## src/rtl/mfmb_pkg.sv

```systemverilog
`timescale 1ns / 1ps
// ----------------------------------------------------------------------------
// mfmb_pkg
// Shared widths, CORDIC angle table and sequencer states for the mean bearing
// block.
// ----------------------------------------------------------------------------
package mfmb_pkg;

  localparam int COORD_BITS   = 12;
  localparam int FRAC_BITS    = 8;
  localparam int CORDIC_STEPS = 16;

  localparam int CNT_W  = 25;
  localparam int SSUM_W = 36;
  localparam int ESUM_W = 46;
  localparam int QUO_W  = 46;
  localparam int DIV_W  = 46;
  localparam int DIVC_W = 6;
  localparam int CRD_W  = 34;
  localparam int ANG_W  = 32;
  localparam int STEP_W = 5;

  typedef enum logic [6:0] {
    ST_ACC  = 7'b0000001,
    ST_DIV  = 7'b0000010,
    ST_NEXT = 7'b0000100,
    ST_CPRE = 7'b0001000,
    ST_CRD  = 7'b0010000,
    ST_FIN  = 7'b0100000,
    ST_OUT  = 7'b1000000
  } state_t;

  function automatic logic signed [ANG_W-1:0] atan_q16(input logic [STEP_W-1:0] i);
    logic signed [ANG_W-1:0] v;
    unique case (i)
      5'd0:  v = 32'sd2949120;
      5'd1:  v = 32'sd1740967;
      5'd2:  v = 32'sd919879;
      5'd3:  v = 32'sd466945;
      5'd4:  v = 32'sd234379;
      5'd5:  v = 32'sd117304;
      5'd6:  v = 32'sd58666;
      5'd7:  v = 32'sd29335;
      5'd8:  v = 32'sd14668;
      5'd9:  v = 32'sd7334;
      5'd10: v = 32'sd3667;
      5'd11: v = 32'sd1833;
      5'd12: v = 32'sd917;
      5'd13: v = 32'sd458;
      5'd14: v = 32'sd229;
      5'd15: v = 32'sd115;
      5'd16: v = 32'sd57;
      5'd17: v = 32'sd29;
      5'd18: v = 32'sd14;
      5'd19: v = 32'sd7;
      5'd20: v = 32'sd4;
      5'd21: v = 32'sd2;
      5'd22: v = 32'sd1;
      default: v = '0;
    endcase
    return v;
  endfunction

endpackage

```

## src/rtl/mfmb_if.sv

```systemverilog
`timescale 1ns / 1ps
// ----------------------------------------------------------------------------
// mfmb_in_if / mfmb_out_if
// Valid/ready channels for pixel beats and result beats.
// ----------------------------------------------------------------------------
interface mfmb_in_if;
  logic                                  valid;
  logic                                  ready;
  logic [mfmb_pkg::COORD_BITS-1:0]       pixel_x;
  logic [mfmb_pkg::COORD_BITS-1:0]       pixel_y;
  logic                                  selected;
  logic signed [15:0]                    flow_dx;
  logic signed [15:0]                    flow_dy;
  logic                                  last_pixel;
  modport source (output valid, pixel_x, pixel_y, selected, flow_dx, flow_dy,
                  last_pixel, input ready);
  modport sink   (input valid, pixel_x, pixel_y, selected, flow_dx, flow_dy,
                  last_pixel, output ready);
endinterface

interface mfmb_out_if;
  logic               valid;
  logic               ready;
  logic [19:0]        mean_start_x;
  logic [19:0]        mean_start_y;
  logic signed [21:0] mean_end_x;
  logic signed [21:0] mean_end_y;
  logic [8:0]         bearing_deg;
  logic [24:0]        pixel_count;
  logic               direction_valid;
  modport source (output valid, mean_start_x, mean_start_y, mean_end_x, mean_end_y,
                  bearing_deg, pixel_count, direction_valid, input ready);
  modport sink   (input valid, mean_start_x, mean_start_y, mean_end_x, mean_end_y,
                  bearing_deg, pixel_count, direction_valid, output ready);
endinterface

```

## src/rtl/mfmb_div.sv

```systemverilog
`timescale 1ns / 1ps
// ----------------------------------------------------------------------------
// mfmb_div
// Restoring divider, one quotient bit per cycle, unsigned magnitudes.
// ----------------------------------------------------------------------------
module mfmb_div (
  input  logic                             clk,
  input  logic                             rst_n,
  input  logic                             start,
  input  logic [mfmb_pkg::DIV_W-1:0]       dividend,
  input  logic [mfmb_pkg::CNT_W-1:0]       divisor,
  output logic                             done,
  output logic [mfmb_pkg::QUO_W-1:0]       quotient
);

  logic [mfmb_pkg::DIV_W-1:0]  quo_r, quo_nxt;
  logic [mfmb_pkg::CNT_W:0]    rem_r, rem_nxt;
  logic [mfmb_pkg::DIVC_W-1:0] cnt_r, cnt_nxt;
  logic                        busy_r, busy_nxt;
  logic [mfmb_pkg::CNT_W:0]    trial;

  always_comb begin
    quo_nxt  = quo_r;
    rem_nxt  = rem_r;
    cnt_nxt  = cnt_r;
    busy_nxt = busy_r;
    trial    = {rem_r[mfmb_pkg::CNT_W-1:0], quo_r[mfmb_pkg::DIV_W-1]};
    if (start) begin
      quo_nxt  = dividend;
      rem_nxt  = '0;
      cnt_nxt  = mfmb_pkg::DIVC_W'(mfmb_pkg::DIV_W);
      busy_nxt = 1'b1;
    end else if (busy_r) begin
      if (trial >= {1'b0, divisor}) begin
        rem_nxt = trial - {1'b0, divisor};
        quo_nxt = {quo_r[mfmb_pkg::DIV_W-2:0], 1'b1};
      end else begin
        rem_nxt = trial;
        quo_nxt = {quo_r[mfmb_pkg::DIV_W-2:0], 1'b0};
      end
      cnt_nxt = cnt_r - 1'b1;
      if (cnt_r == mfmb_pkg::DIVC_W'(1)) busy_nxt = 1'b0;
    end
  end

  always_ff @(posedge clk) begin
    quo_r <= quo_nxt;
    rem_r <= rem_nxt;
    cnt_r <= cnt_nxt;
    if (!rst_n) busy_r <= 1'b0;
    else        busy_r <= busy_nxt;
  end

  assign done     = busy_r && (cnt_r == mfmb_pkg::DIVC_W'(1));
  assign quotient = quo_nxt;

endmodule

```

## src/rtl/mfmb_cordic.sv

```systemverilog
`timescale 1ns / 1ps
// ----------------------------------------------------------------------------
// mfmb_cordic
// Vectoring CORDIC, one micro-rotation per cycle, angle in 2^-16 degree.
// ----------------------------------------------------------------------------
module mfmb_cordic (
  input  logic                              clk,
  input  logic                              rst_n,
  input  logic                              start,
  input  logic signed [mfmb_pkg::CRD_W-1:0] x_in,
  input  logic signed [mfmb_pkg::CRD_W-1:0] y_in,
  output logic                              done,
  output logic signed [mfmb_pkg::ANG_W-1:0] angle
);

  logic signed [mfmb_pkg::CRD_W-1:0] x_r, x_nxt, y_r, y_nxt, xs, ys;
  logic signed [mfmb_pkg::ANG_W-1:0] z_r, z_nxt;
  logic [mfmb_pkg::STEP_W-1:0]       i_r, i_nxt;
  logic                              busy_r, busy_nxt;

  assign xs = x_r >>> i_r;
  assign ys = y_r >>> i_r;

  always_comb begin
    x_nxt = x_r; y_nxt = y_r; z_nxt = z_r; i_nxt = i_r; busy_nxt = busy_r;
    if (start) begin
      if (x_in < 0) begin
        x_nxt = -x_in; y_nxt = -y_in; z_nxt = 32'sd11796480;
      end else begin
        x_nxt = x_in; y_nxt = y_in; z_nxt = '0;
      end
      i_nxt = '0;
      busy_nxt = 1'b1;
    end else if (busy_r) begin
      if (y_r >= 0) begin
        x_nxt = x_r + ys; y_nxt = y_r - xs; z_nxt = z_r + mfmb_pkg::atan_q16(i_r);
      end else begin
        x_nxt = x_r - ys; y_nxt = y_r + xs; z_nxt = z_r - mfmb_pkg::atan_q16(i_r);
      end
      i_nxt = i_r + 1'b1;
      if (i_r == mfmb_pkg::STEP_W'(mfmb_pkg::CORDIC_STEPS - 1)) busy_nxt = 1'b0;
    end
  end

  always_ff @(posedge clk) begin
    x_r <= x_nxt; y_r <= y_nxt; z_r <= z_nxt; i_r <= i_nxt;
    if (!rst_n) busy_r <= 1'b0;
    else        busy_r <= busy_nxt;
  end

  assign done  = busy_r && (i_r == mfmb_pkg::STEP_W'(mfmb_pkg::CORDIC_STEPS - 1));
  assign angle = z_nxt;

endmodule

```

## src/rtl/masked_flow_mean_bearing_core.sv

```systemverilog
`timescale 1ns / 1ps
// ----------------------------------------------------------------------------
// masked_flow_mean_bearing_core
// Mean start/end point of masked pixels and bearing of their motion.
// ----------------------------------------------------------------------------
// Usage:
//   in  : one pixel beat per cycle when ready (valid/ready). Selected pixels are summed.
//   out : one result beat after each beat flagged last_pixel.
// A last beat with pixels selected runs four means through a shared
//   1-bit-per-cycle divider, then a 16-step CORDIC and a rounding step
//   before out_valid. An empty frame goes straight to the output. in_ready
//   is low meanwhile.
// The result is held in the output register until out_ready; the next frame
//   is taken once the beat has been delivered.
// Reset (rst_n low, synchronous) clears the sums and count and drops valid.
// ----------------------------------------------------------------------------
module masked_flow_mean_bearing_core (
  input  logic        clk,
  input  logic        rst_n,
  mfmb_in_if.sink     in_ch,
  mfmb_out_if.source  out_ch
);

  localparam int FB = mfmb_pkg::FRAC_BITS;

  mfmb_pkg::state_t state_r, state_nxt;

  logic [mfmb_pkg::SSUM_W-1:0]        sx_r, sy_r;
  logic signed [mfmb_pkg::ESUM_W-1:0] ex_r, ey_r;
  logic [mfmb_pkg::CNT_W-1:0]         cnt_r;
  logic [1:0]                         idx_r;
  logic signed [21:0]                 m_r [4];
  logic [8:0]                         brg_r;
  logic                               ov_r;
  logic                               u_busy, first_r;

  logic acc_fire, out_fire, div_start, div_done, crd_start, crd_done;
  logic [mfmb_pkg::DIV_W-1:0]  dvd, emag;
  logic [mfmb_pkg::QUO_W-1:0]  quo;
  logic signed [mfmb_pkg::ESUM_W-1:0] esel;
  logic signed [mfmb_pkg::ANG_W-1:0]  ang;
  logic signed [mfmb_pkg::CRD_W-1:0]  ca, cb;
  logic signed [22:0] da, db;
  logic signed [mfmb_pkg::ESUM_W-1:0] fx, fy;
  logic signed [mfmb_pkg::ANG_W:0] v;
  logic [mfmb_pkg::ANG_W-16:0] q;
  logic [15:0] r;
  logic [9:0]  qr;

  assign in_ch.ready = (state_r == mfmb_pkg::ST_ACC) && !ov_r;
  assign acc_fire = in_ch.valid && in_ch.ready;
  assign out_fire = ov_r && out_ch.ready;

  assign fx = mfmb_pkg::ESUM_W'({in_ch.pixel_x, {FB{1'b0}}}) + mfmb_pkg::ESUM_W'(in_ch.flow_dx);
  assign fy = mfmb_pkg::ESUM_W'({in_ch.pixel_y, {FB{1'b0}}}) + mfmb_pkg::ESUM_W'(in_ch.flow_dy);

  assign esel = idx_r[0] ? ey_r : ex_r;
  assign emag = esel[mfmb_pkg::ESUM_W-1] ? mfmb_pkg::DIV_W'(-esel) : mfmb_pkg::DIV_W'(esel);
  always_comb begin
    if (!idx_r[1])
      dvd = mfmb_pkg::DIV_W'({(idx_r[0] ? sy_r : sx_r), {FB{1'b0}}})
            + mfmb_pkg::DIV_W'(cnt_r >> 1);
    else
      dvd = emag + mfmb_pkg::DIV_W'(cnt_r >> 1);
  end

  assign div_start = (state_r == mfmb_pkg::ST_DIV) && !ov_r;

  mfmb_div u_div (
    .clk(clk), .rst_n(rst_n), .start(div_start), .dividend(dvd),
    .divisor(cnt_r), .done(div_done), .quotient(quo)
  );

  assign da = 23'(m_r[0]) - 23'(m_r[2]);
  assign db = 23'(m_r[3]) - 23'(m_r[1]);
  assign ca = mfmb_pkg::CRD_W'(da) <<< 8;
  assign cb = mfmb_pkg::CRD_W'(db) <<< 8;
  assign crd_start = (state_r == mfmb_pkg::ST_CPRE);

  mfmb_cordic u_crd (
    .clk(clk), .rst_n(rst_n), .start(crd_start), .x_in(cb), .y_in(ca),
    .done(crd_done), .angle(ang)
  );

  logic signed [mfmb_pkg::ANG_W-1:0] ang_r;

  assign v  = 33'sd23592960 - 33'(ang_r);
  assign q  = v[mfmb_pkg::ANG_W:16];
  assign r  = v[15:0];
  assign qr = 10'(q) + 10'((r > 16'h8000 || (r == 16'h8000 && q[0])) ? 1 : 0);

  always_comb begin
    state_nxt = state_r;
    unique case (state_r)
      mfmb_pkg::ST_ACC:  if (acc_fire && in_ch.last_pixel) state_nxt = mfmb_pkg::ST_NEXT;
      mfmb_pkg::ST_DIV:  state_nxt = mfmb_pkg::ST_NEXT;
      mfmb_pkg::ST_NEXT: begin
        if (cnt_r == '0)            state_nxt = mfmb_pkg::ST_OUT;
        else if (div_done || idx_r == 2'd0 && !(div_done)) begin
          if (div_done && idx_r == 2'd3) state_nxt = mfmb_pkg::ST_CPRE;
          else if (div_done)           state_nxt = mfmb_pkg::ST_DIV;
          else if (idx_r == 2'd0 && !u_busy) state_nxt = mfmb_pkg::ST_DIV;
        end
      end
      mfmb_pkg::ST_CPRE: state_nxt = mfmb_pkg::ST_CRD;
      mfmb_pkg::ST_CRD:  if (crd_done) state_nxt = mfmb_pkg::ST_FIN;
      mfmb_pkg::ST_FIN:  state_nxt = mfmb_pkg::ST_OUT;
      mfmb_pkg::ST_OUT:  if (out_fire) state_nxt = mfmb_pkg::ST_ACC;
      default:           state_nxt = mfmb_pkg::ST_ACC;
    endcase
  end

  // first pass through ST_NEXT after a last beat kicks off the divider
  assign u_busy = !first_r;

  logic signed [21:0] qs;
  assign qs = (idx_r[1] && esel[mfmb_pkg::ESUM_W-1]) ? -22'(quo) : 22'(quo);

  always_ff @(posedge clk) begin
    if (!rst_n) begin
      state_r <= mfmb_pkg::ST_ACC;
      sx_r <= '0; sy_r <= '0; ex_r <= '0; ey_r <= '0; cnt_r <= '0;
      idx_r <= '0; ov_r <= 1'b0; first_r <= 1'b0;
    end else begin
      state_r <= state_nxt;
      if (out_fire) ov_r <= 1'b0;
      if (acc_fire) begin
        first_r <= 1'b1;
        idx_r <= '0;
        if (in_ch.selected && !cnt_r[mfmb_pkg::CNT_W-1]) begin
          sx_r  <= sx_r + mfmb_pkg::SSUM_W'(in_ch.pixel_x);
          sy_r  <= sy_r + mfmb_pkg::SSUM_W'(in_ch.pixel_y);
          ex_r  <= ex_r + fx;
          ey_r  <= ey_r + fy;
          cnt_r <= cnt_r + 1'b1;
        end
      end
      if (state_r == mfmb_pkg::ST_NEXT && idx_r == 2'd0) first_r <= 1'b0;
      if (div_done) begin
        m_r[idx_r] <= qs;
        idx_r <= idx_r + 1'b1;
      end
      // no motion: bearing 0
      if (crd_done) ang_r <= (da == '0 && db == '0) ? 32'sd23592960 : ang;
      if (state_r == mfmb_pkg::ST_FIN) brg_r <= (qr >= 10'd360) ? 9'(qr - 10'd360) : 9'(qr);
      if (state_r == mfmb_pkg::ST_NEXT && cnt_r == '0) begin
        brg_r <= '0;
        for (int k = 0; k < 4; k++) m_r[k] <= '0;
      end
      if (state_r != mfmb_pkg::ST_OUT && state_nxt == mfmb_pkg::ST_OUT) ov_r <= 1'b1;
      if (state_r == mfmb_pkg::ST_OUT && ov_r && out_fire) begin
        sx_r <= '0; sy_r <= '0; ex_r <= '0; ey_r <= '0; cnt_r <= '0;
      end
    end
  end

  assign out_ch.valid           = ov_r;
  assign out_ch.mean_start_x    = 20'(m_r[0]);
  assign out_ch.mean_start_y    = 20'(m_r[1]);
  assign out_ch.mean_end_x      = m_r[2];
  assign out_ch.mean_end_y      = m_r[3];
  assign out_ch.bearing_deg     = brg_r;
  assign out_ch.pixel_count     = cnt_r;
  assign out_ch.direction_valid = (cnt_r != '0);

`ifndef SYNTHESIS
  a_no_accept_busy: assert property (@(posedge clk) disable iff (!rst_n)
    (state_r != mfmb_pkg::ST_ACC) |-> !in_ch.ready) else $error("accept while busy");
  a_out_hold: assert property (@(posedge clk) disable iff (!rst_n)
    (out_ch.valid && !out_ch.ready) |=> out_ch.valid) else $error("result dropped");
  a_brg_range: assert property (@(posedge clk) disable iff (!rst_n)
    out_ch.valid |-> (out_ch.bearing_deg < 9'd360)) else $error("bearing range");
`endif

endmodule
```

## src/flat_wrapper.sv

```systemverilog
// flat-port wrapper written by rule: the top's interface ports become plain ports
module masked_flow_mean_bearing_core_flat 
  (clk, rst_n, in_ch_valid, in_ch_pixel_x, in_ch_pixel_y, in_ch_selected, in_ch_flow_dx, in_ch_flow_dy, in_ch_last_pixel, in_ch_ready, out_ch_valid, out_ch_mean_start_x, out_ch_mean_start_y, out_ch_mean_end_x, out_ch_mean_end_y, out_ch_bearing_deg, out_ch_pixel_count, out_ch_direction_valid, out_ch_ready);
  mfmb_in_if in_ch_i ();
  mfmb_out_if out_ch_i ();
  input  logic clk;
  input  logic rst_n;
  input wire logic [$bits(in_ch_i.valid)-1:0] in_ch_valid;
  input wire logic [$bits(in_ch_i.pixel_x)-1:0] in_ch_pixel_x;
  input wire logic [$bits(in_ch_i.pixel_y)-1:0] in_ch_pixel_y;
  input wire logic [$bits(in_ch_i.selected)-1:0] in_ch_selected;
  input wire logic [$bits(in_ch_i.flow_dx)-1:0] in_ch_flow_dx;
  input wire logic [$bits(in_ch_i.flow_dy)-1:0] in_ch_flow_dy;
  input wire logic [$bits(in_ch_i.last_pixel)-1:0] in_ch_last_pixel;
  output wire logic [$bits(in_ch_i.ready)-1:0] in_ch_ready;
  output wire logic [$bits(out_ch_i.valid)-1:0] out_ch_valid;
  output wire logic [$bits(out_ch_i.mean_start_x)-1:0] out_ch_mean_start_x;
  output wire logic [$bits(out_ch_i.mean_start_y)-1:0] out_ch_mean_start_y;
  output wire logic [$bits(out_ch_i.mean_end_x)-1:0] out_ch_mean_end_x;
  output wire logic [$bits(out_ch_i.mean_end_y)-1:0] out_ch_mean_end_y;
  output wire logic [$bits(out_ch_i.bearing_deg)-1:0] out_ch_bearing_deg;
  output wire logic [$bits(out_ch_i.pixel_count)-1:0] out_ch_pixel_count;
  output wire logic [$bits(out_ch_i.direction_valid)-1:0] out_ch_direction_valid;
  input wire logic [$bits(out_ch_i.ready)-1:0] out_ch_ready;
  assign in_ch_i.valid = in_ch_valid;
  assign in_ch_i.pixel_x = in_ch_pixel_x;
  assign in_ch_i.pixel_y = in_ch_pixel_y;
  assign in_ch_i.selected = in_ch_selected;
  assign in_ch_i.flow_dx = in_ch_flow_dx;
  assign in_ch_i.flow_dy = in_ch_flow_dy;
  assign in_ch_i.last_pixel = in_ch_last_pixel;
  assign in_ch_ready = in_ch_i.ready;
  assign out_ch_valid = out_ch_i.valid;
  assign out_ch_mean_start_x = out_ch_i.mean_start_x;
  assign out_ch_mean_start_y = out_ch_i.mean_start_y;
  assign out_ch_mean_end_x = out_ch_i.mean_end_x;
  assign out_ch_mean_end_y = out_ch_i.mean_end_y;
  assign out_ch_bearing_deg = out_ch_i.bearing_deg;
  assign out_ch_pixel_count = out_ch_i.pixel_count;
  assign out_ch_direction_valid = out_ch_i.direction_valid;
  assign out_ch_i.ready = out_ch_ready;
  masked_flow_mean_bearing_core u_core (.clk(clk), .rst_n(rst_n), .in_ch(in_ch_i), .out_ch(out_ch_i));
endmodule
```

## config.mk

```make
export PLATFORM = sky130hd
export DESIGN_NAME = masked_flow_mean_bearing_core_flat
export DESIGN_NICKNAME = d
export VERILOG_FILES = /design/src/rtl/mfmb_pkg.sv /design/src/rtl/mfmb_if.sv /design/src/rtl/mfmb_div.sv /design/src/rtl/mfmb_cordic.sv /design/src/rtl/masked_flow_mean_bearing_core.sv /design/src/flat_wrapper.sv
export SDC_FILE = /design/constraint.sdc
export NUM_CORES = 2
export LEC_CHECK = 0
export BUFFER_PORTS_ARGS = -buffer_cell sky130_fd_sc_hd__buf_4
export CORE_UTILIZATION = 60
export DETAILED_ROUTE_END_ITERATION = 12
export GPL_TIMING_DRIVEN = 1
export HOLD_SLACK_MARGIN = 0.02
export PLACE_DENSITY = 0.78
export SYNTH_ARGS = -nofsm -noshare
export SYNTH_HDL_FRONTEND = slang
export SYNTH_SLANG_ARGS = --single-unit
```

## constraint.sdc

```tcl
create_clock -name clk -period 12.83 [get_ports clk]
set_input_delay 0.6415 -clock clk [delete_from_list [all_inputs] [get_ports clk]]
set_output_delay 0.6415 -clock clk [all_outputs]
set_load 0.005 [all_outputs]
```

## Word level (Yosys, flattened, before mapping)

Memory sizes are Yosys's and may differ from the RTL's. A register that Yosys moved wholly into a read port is not among the register bits.
Cells that the tools add are included.

| word-level totals | value |
|---|---|
| word-level logic and storage cells | 171 |
| memories | 3 |
| input bits | 62 |
| memory bits (writable) | 88 |
| ROM bits | 1408 |
| bits in registers | 419 |

Memories:

| name | words | width | read ports | clocked after Yosys merged registers in | write ports | RTL line | RTL |
|---|---|---|---|---|---|---|---|
| (no name shown) | 32 | 22 | 1 | 1 | 0 | mfmb_pkg.sv:35 | `unique case (i)` |
| (no name shown) | 32 | 22 | 1 | 1 | 0 | mfmb_pkg.sv:35 |  |
| u_core.m_r | 4 | 22 | 4 | 0 | 5 | masked_flow_mean_bearing_core.sv:32 | `logic signed [21:0] m_r [4];` |

| operators by class | value |
|---|---|
| eq/ne operators | 13 |
| order comparisons | 5 |
| shift operators | 2 |
| mux-type cells | 59 |
| $add $sub $neg | 28 |
| reductions and logical operators | 39 |
| bitwise gates (word level) | 1 |

Operators with widths:

| cell | number |
|---|---|
| 32-bit 2-to-1 mux | 9 |
| 34-bit 2-to-1 mux | 8 |
| 46-bit 2-to-1 mux | 5 |
| 46-bit adder | 2 |
| 36-bit by 12-bit adder with 36-bit output | 2 |
| 34-bit adder | 2 |
| 31-bit negation with 34-bit output | 2 |
| 34-bit by 5-bit >>> shifter with 34-bit output | 2 |
| 34-bit subtractor | 2 |
| 7-bit 2-to-1 mux | 8 |
| 7-bit case mux with 7 select lines | 1 |
| 46-bit by 24-bit adder with 46-bit output | 1 |
| 23-bit logical NOT | 2 |
| 46-bit negation | 1 |
| 22-bit by 22-bit subtractor with 23-bit output | 2 |
| 44-bit by 24-bit adder with 45-bit output | 1 |
| 21-bit by 16-bit adder with 22-bit output | 2 |
| 36-bit 2-to-1 mux | 1 |
| 34-bit by 1-bit greater-or-equal comparator with 1-bit output (second input constant) | 1 |
| 32-bit adder | 1 |
| 32-bit subtractor | 1 |
| 31-bit by 1-bit less-than comparator with 1-bit output (second input constant) | 1 |
| 26-bit by 25-bit greater-or-equal comparator with 1-bit output | 1 |
| 26-bit subtractor (first input constant) | 1 |
| other kinds (39) | 88 |

## Logic depth before layout (Yosys ltp)

| depth | value |
|---|---|
| word-level depth | 11 |
| depth in mapped cells | 31 |

## Hierarchy

Synthesis repeated with hierarchy kept, for this count alone.

| second synthesis, totals | value |
|---|---|
| cells, all modules | 6436 |
| area total of the unflattened synthesis | 51592.0 µm² |

By module, submodules not included:

| module | cells an instance | times used | seq. area each (µm²) | area an instance (µm²) |
|---|---|---|---|---|
| masked_flow_mean_bearing_core | 3642 | 1 | 6816.5 | 28706.3 |
| mfmb_cordic | 2211 | 1 | 3243.1 | 18039.8 |
| mfmb_div | 583 | 1 | 1561.5 | 4845.9 |

## Worst setup path after synthesis

No wires, ideal clock.

| timing | value |
|---|---|
| kind | reg2reg |
| start | register u_core.idx_r[0] |
| end | memory u_core.m_r[1][20] |
| required time | 12.699 ns |
| stages on the path, launching flop included | 30 |
| period minus slack after synthesis | 7.949 ns |
| setup time | 0.131 ns |
| data arrival time | 7.818 ns |
| buffers on the path | 14 |
| slack | 4.881 ns |
| cells stage by stage | dfxtp_1 -> buf_2 -> buf_2 -> buf_2 -> buf_1 -> buf_2 -> buf_2 -> buf_2 -> buf_1 -> buf_2 -> buf_2 -> buf_2 -> clkbuf_1 -> mux2i_1 -> ha_1 -> o221ai_1 -> nor4b_1 -> clkbuf_1 -> a21oi_1 -> xnor2_1 -> ha_1 -> nor3_1 -> or3b_2 -> and3_1 -> clkbuf_1 -> or4_1 -> nor4_1 -> a31oi_1 -> xnor2_1 -> o31ai_1 |

RTL lines:

| item | RTL line | RTL |
|---|---|---|
| start, declared | masked_flow_mean_bearing_core.sv:31 | `logic [1:0] idx_r;` |
| start signal, assigned | masked_flow_mean_bearing_core.sv:141 | `idx_r <= idx_r + 1'b1;` |
| end, declared | masked_flow_mean_bearing_core.sv:32 |  |

## Worst setup path after layout

| timing | value |
|---|---|
| start | register u_core.u_crd.i_r[1] in the netlist's numbering |
| end | register u_core.u_crd.y_r[32] in the netlist's numbering, data pin |

| on the way | value |
|---|---|
| longest elaborated chain between the ends | 5 |
| elaborated cells between the ends (all ways) | 6 |
| classes of those cells | 2 x add/sub; 1 x shift; 3 x mux |

Ends and longest elaborated chain:

| item | RTL line | RTL |
|---|---|---|
| start, declared | mfmb_cordic.sv:18 | `logic [mfmb_pkg::STEP_W-1:0] i_r, i_nxt;` |
| start signal, assigned | mfmb_cordic.sv:46 | `x_r <= x_nxt; y_r <= y_nxt; z_r <= z_nxt; i_r <= i_nxt;` |
| 34-bit by 5-bit >>> shifter with 34-bit output (*) | mfmb_cordic.sv:21 | `assign xs = x_r >>> i_r;` |
| 34-bit adder / 34-bit subtractor (equally long branches) | mfmb_cordic.sv:38, mfmb_cordic.sv:36 |  |
| 34-bit 2-to-1 mux (*) | mfmb_cordic.sv:35 | `if (y_r >= 0) begin` |
| 34-bit 2-to-1 mux (*) | mfmb_cordic.sv:34 | `end else if (busy_r) begin` |
| 34-bit 2-to-1 mux (*) | mfmb_cordic.sv:26 | `if (start) begin` |
| named net u_core.u_crd.y_nxt, one bit | mfmb_cordic.sv:16 | `logic signed [mfmb_pkg::CRD_W-1:0] x_r, x_nxt, y_r, y_nxt, xs, ys;` |
| end signal, assigned | mfmb_cordic.sv:46 |  |
| end, declared | mfmb_cordic.sv:16 |  |

Mark *: on every way through the listed nets, which the timed path passes. The rest lies on a longest branch. The select of a mux whose other input is x is not followed.
A chain may end at the register's enable or synchronous reset.

==> results.md <==
- Clock-pin slew of the registers on the worst-case setup and hold paths: about 0.060 ns
- Die area: 82130 µm²
- Die Y-Extent: between 200 and 300 µm
- Clock network power share: 0.258
- Status: completed
- Share of Yosys cell area claimed by the top area cell type: 0.1632
- Area Growth Syn to Fin: 7.954%
- Post-synthesis cell area: between 40000 and 50000 µm²
- Final core utilization: 0.6597
- Fin nets: roughly 6.4k
- Number of synthesized flops with an enable pin: between 100 and 150
- Sequential Power Share: 0.279
- Synth warn: 0
- Row Count: approximately 100
- # setup viols final: 0
- Top cells by area, synth: dfxtp_1 (16%), ha_1 (9.4%), edfxtp_1 (7.8%), xnor2_1 (5.7%), a21oi_1 (5.2%)
- Leakage: ~21 nW
- Top_reg_cell synth: dfxtp_1
- DRC viols: 0
- Worst-Skew Late Latency: ~0.7 ns
- Gate power share: 0.462
- Max-cap violation count: 0
- Crit share post-route: 0.6295
- Dpl hpwl: 115600 µm
- Most common cell after layout, fill and taps aside: nand2_1
- Crit path max-delay cell type: a2111oi_0
- Post-CTS Resized: 0
- Worst slew pin tran: between 1 and 1.5 ns
- Pin count of the biggest net entering global routing: 94
- Syn_nets: 6479
- WL final: 154100 µm
- Slowest stage delay, CP: ~0.86 ns
- IO Port Bufs: approximately 180
- Clk root buf: clkbuf_16
- Post-route insts no fill: ~7.1k
- CP max FO: around 70
- First drt pass iteration count: 8
- Crit Path Class: reg2reg
- Width of the die: roughly 290 µm
- Hold Buf Count CTS: 0
- Initial antenna violation count: 5
- Starting Density: 0.6111
- Vias: between 40k and 50k
- #FFs+latches synth: around 520
- Pint: about 4.2 mW
- Sw frac: 0.4106
- Vias per cell: 6.538
- CP Capture Type: flip-flop
- Slew HR: 0.1818
- Share of layout cells above drive strength 1: 0.09495
- Placed Cells: ~7k
- Cell type with the largest total area after synthesis: dfxtp_1
- Setup Fix Bufs, Post-CTS: 0
- Final ANT Viol Nets: 0
- Worst-path cell chain: buf_4, mux4_2, mux2i_1, nor2_1, a2111oi_0, o2111ai_1, nand2_1, xnor2_1, ha_1, a211o_1, o31a_1, a2111oi_0, o31ai_1, a21oi_1, o31ai_1, o41ai_1, o21ai_0, a221o_1
- Avg Cell Area, Syn: just over 8 µm²
- Sequential area share after synthesis: 0.2416
- Cell variety after synth: 94
- Worst min path class: in2reg
- Syn Inst Count: between 6k and 7k
- Final min period: a little over 8 ns
- RSZ-0062 raised after global routing: no
- Fmax: 123.8 MHz
- CTS max path bufs: 3
- GRT Util Overall: 0.3641
- Slew Viols, Final: 0
- Worst setup SP type: flip-flop
- Setup TNS: 0 ns
- Req. time, crit path: 13.21 ns
- Synth async-reset ratio: 0
- Wire length per cell: around 22 µm
- CP Data Arrival Time: around 8.5 ns
- CTS Buf Count: 60
- Routability cong.: 0.9772
- Gr ovfl total: 0
- I/O pin total: between 150 and 200
- # H-tree levels: 2
- Final hold viol count: 0
- Initial drt markers: between 4k and 5k
- Core area: around 80000 µm²
- Pwr per Cell Area: between 100 and 150 nW/µm²
- Clock sinks: approximately 520
- First-pass GRT wire length: 240000 µm
- Sw Pwr: approximately 2.9 mW
- Number of global-route vias before repair: 43.12k
- TritonCTS clock tree: yes
- Max IR drop VDD: approximately 0.13 mV
- Total power: 7.159 mW
- Worst Clk Skew: slightly below 0.06 ns
- Most frequent cells in the layout: nand2_1 (563), nor2_1 (559), a21oi_1 (509), dfxtp_1 (388), ha_1 (366)
worst max-delay path, delay by kind of cell, from the launching register on:
kind	cells	cell delay (ns)
AND/OR/NAND/NOR	2	0.28
buffers and inverters	1	0.83
flip-flops	1	0.68
multiplexers	2	0.88
XOR/XNOR	1	0.09
AO/OA/AOI/OAI	11	4.65
adder cells (fa/ha/maj)	1	0.39
cell type report:
cell class | count | area (µm²)
fillers | 6768 | 27060
multi-input cells | 4967 | 34710
diodes | 1 | 2.502
clock inverters | 37 | 401.6
repair buffers | 232 | 1742
inverters | 220 | 825.8
flip-flops and latches | 523 | 11760
clock buffers | 77 | 1699
well taps | 1050 | 1314
metrics by stage:
| step | setup slack [ns] | hold WS [ns] | area (µm²) |
|---|---|---|---|
| final | 4.753 | 0.3052 | 52450 |
| after global routing | 4.054 | 0.3080 | 52450 |
| after CTS | 4.768 | 0.2735 | 52450 |
| after detailed placement | 4.824 | 0.4648 | 50350 |
| after global placement | 4.956 | 0.4584 | 50350 |
| after floorplan | 4.881 | 0.4391 | 48590 |
cells by family (layout without fill, tap and decap cells):
logic type      Yosys count  in the layout  share of synthesized area
flops                   523            523                     0.2416
other cells               0              1                          0
compound gates         1713           1713                     0.2259
xor+xnor                532            532                    0.09590
simple gates           2025           2025                     0.1993
fa+ha+maj               381            381                     0.1002
mux                     316            316                    0.09080
buf+inv                 547            566                    0.04625
worst paths after layout:
kind / start / to / slack (ns) / depth (start not counted)
max reg2reg: u_core.u_crd.i_r[1]$_SDFFE_PP0P_ / u_core.u_crd.y_r[32]$_DFFE_PP_ / 4.75 / 18
max: u_core.u_crd.i_r[1]$_SDFFE_PP0P_ / u_core.u_crd.y_r[32]$_DFFE_PP_ / 4.75 / 18
min reg2reg: u_core.sx_r[9]$_SDFFE_PP0P_ / u_core.sx_r[9]$_SDFFE_PP0P_ / 0.47 / 2
min: out_ch_ready / u_core.state_r[6]$_SDFF_PN0_ / 0.31 / 4
power groups by stage:
stage | combinational [mW] | sequential (mW) | clock [mW]
final | 3.31 | 2.00 | 1.85
after global routing | 3.63 | 2.01 | 1.93
after CTS | 3.25 | 1.99 | 1.86
after detailed placement | 3.22 | 2.03 | 0
after global placement | 3.17 | 2.03 | 0
after floorplan | 2.51 | 1.96 | 0
cell usage after synthesis (all sizes together), types with 46 or more instances:
cell    number
nand2      564
nor2       560
a21oi      509
dfxtp      396
o21ai      368
ha         366
xnor2      318
inv        217
xor2       214
clkbuf     206
mux2i      182
nor3       176
nand3      160
a211oi     137
a21o       136
edfxtp     127
buf        121
mux4        96
or3         86
nor2b       77
nand2b      76
o31ai       66
o21a        56
a31oi       52
or2         46
routing by layer:
metal / global-route usage / vias up / part of all wire
met5: 0 / - / 0.00018
met4: 0.1524 / 6 / 0.045
met3: 0.06598 / 381 / 0.085
met2: 0.5795 / 1952 / 0.44
met1: 0.4841 / 22020 / 0.42
li1: - / 22110 / -
state kept, by name, summed over array words and instances (netlist names), 34 cells and up, named ones only:
| name | cells |
|---|---|
| u_core.u_crd.x_r | 34 |
| u_core.sy_r | 36 |
| u_core.ex_r | 46 |
| u_core.ey_r | 46 |
| u_core.m_r | 88 |
| u_core.u_crd.y_r | 34 |
| u_core.sx_r | 36 |
| u_core.u_div.quo_r | 46 |
No activity file was read; power rests on OpenSTA's default activity.
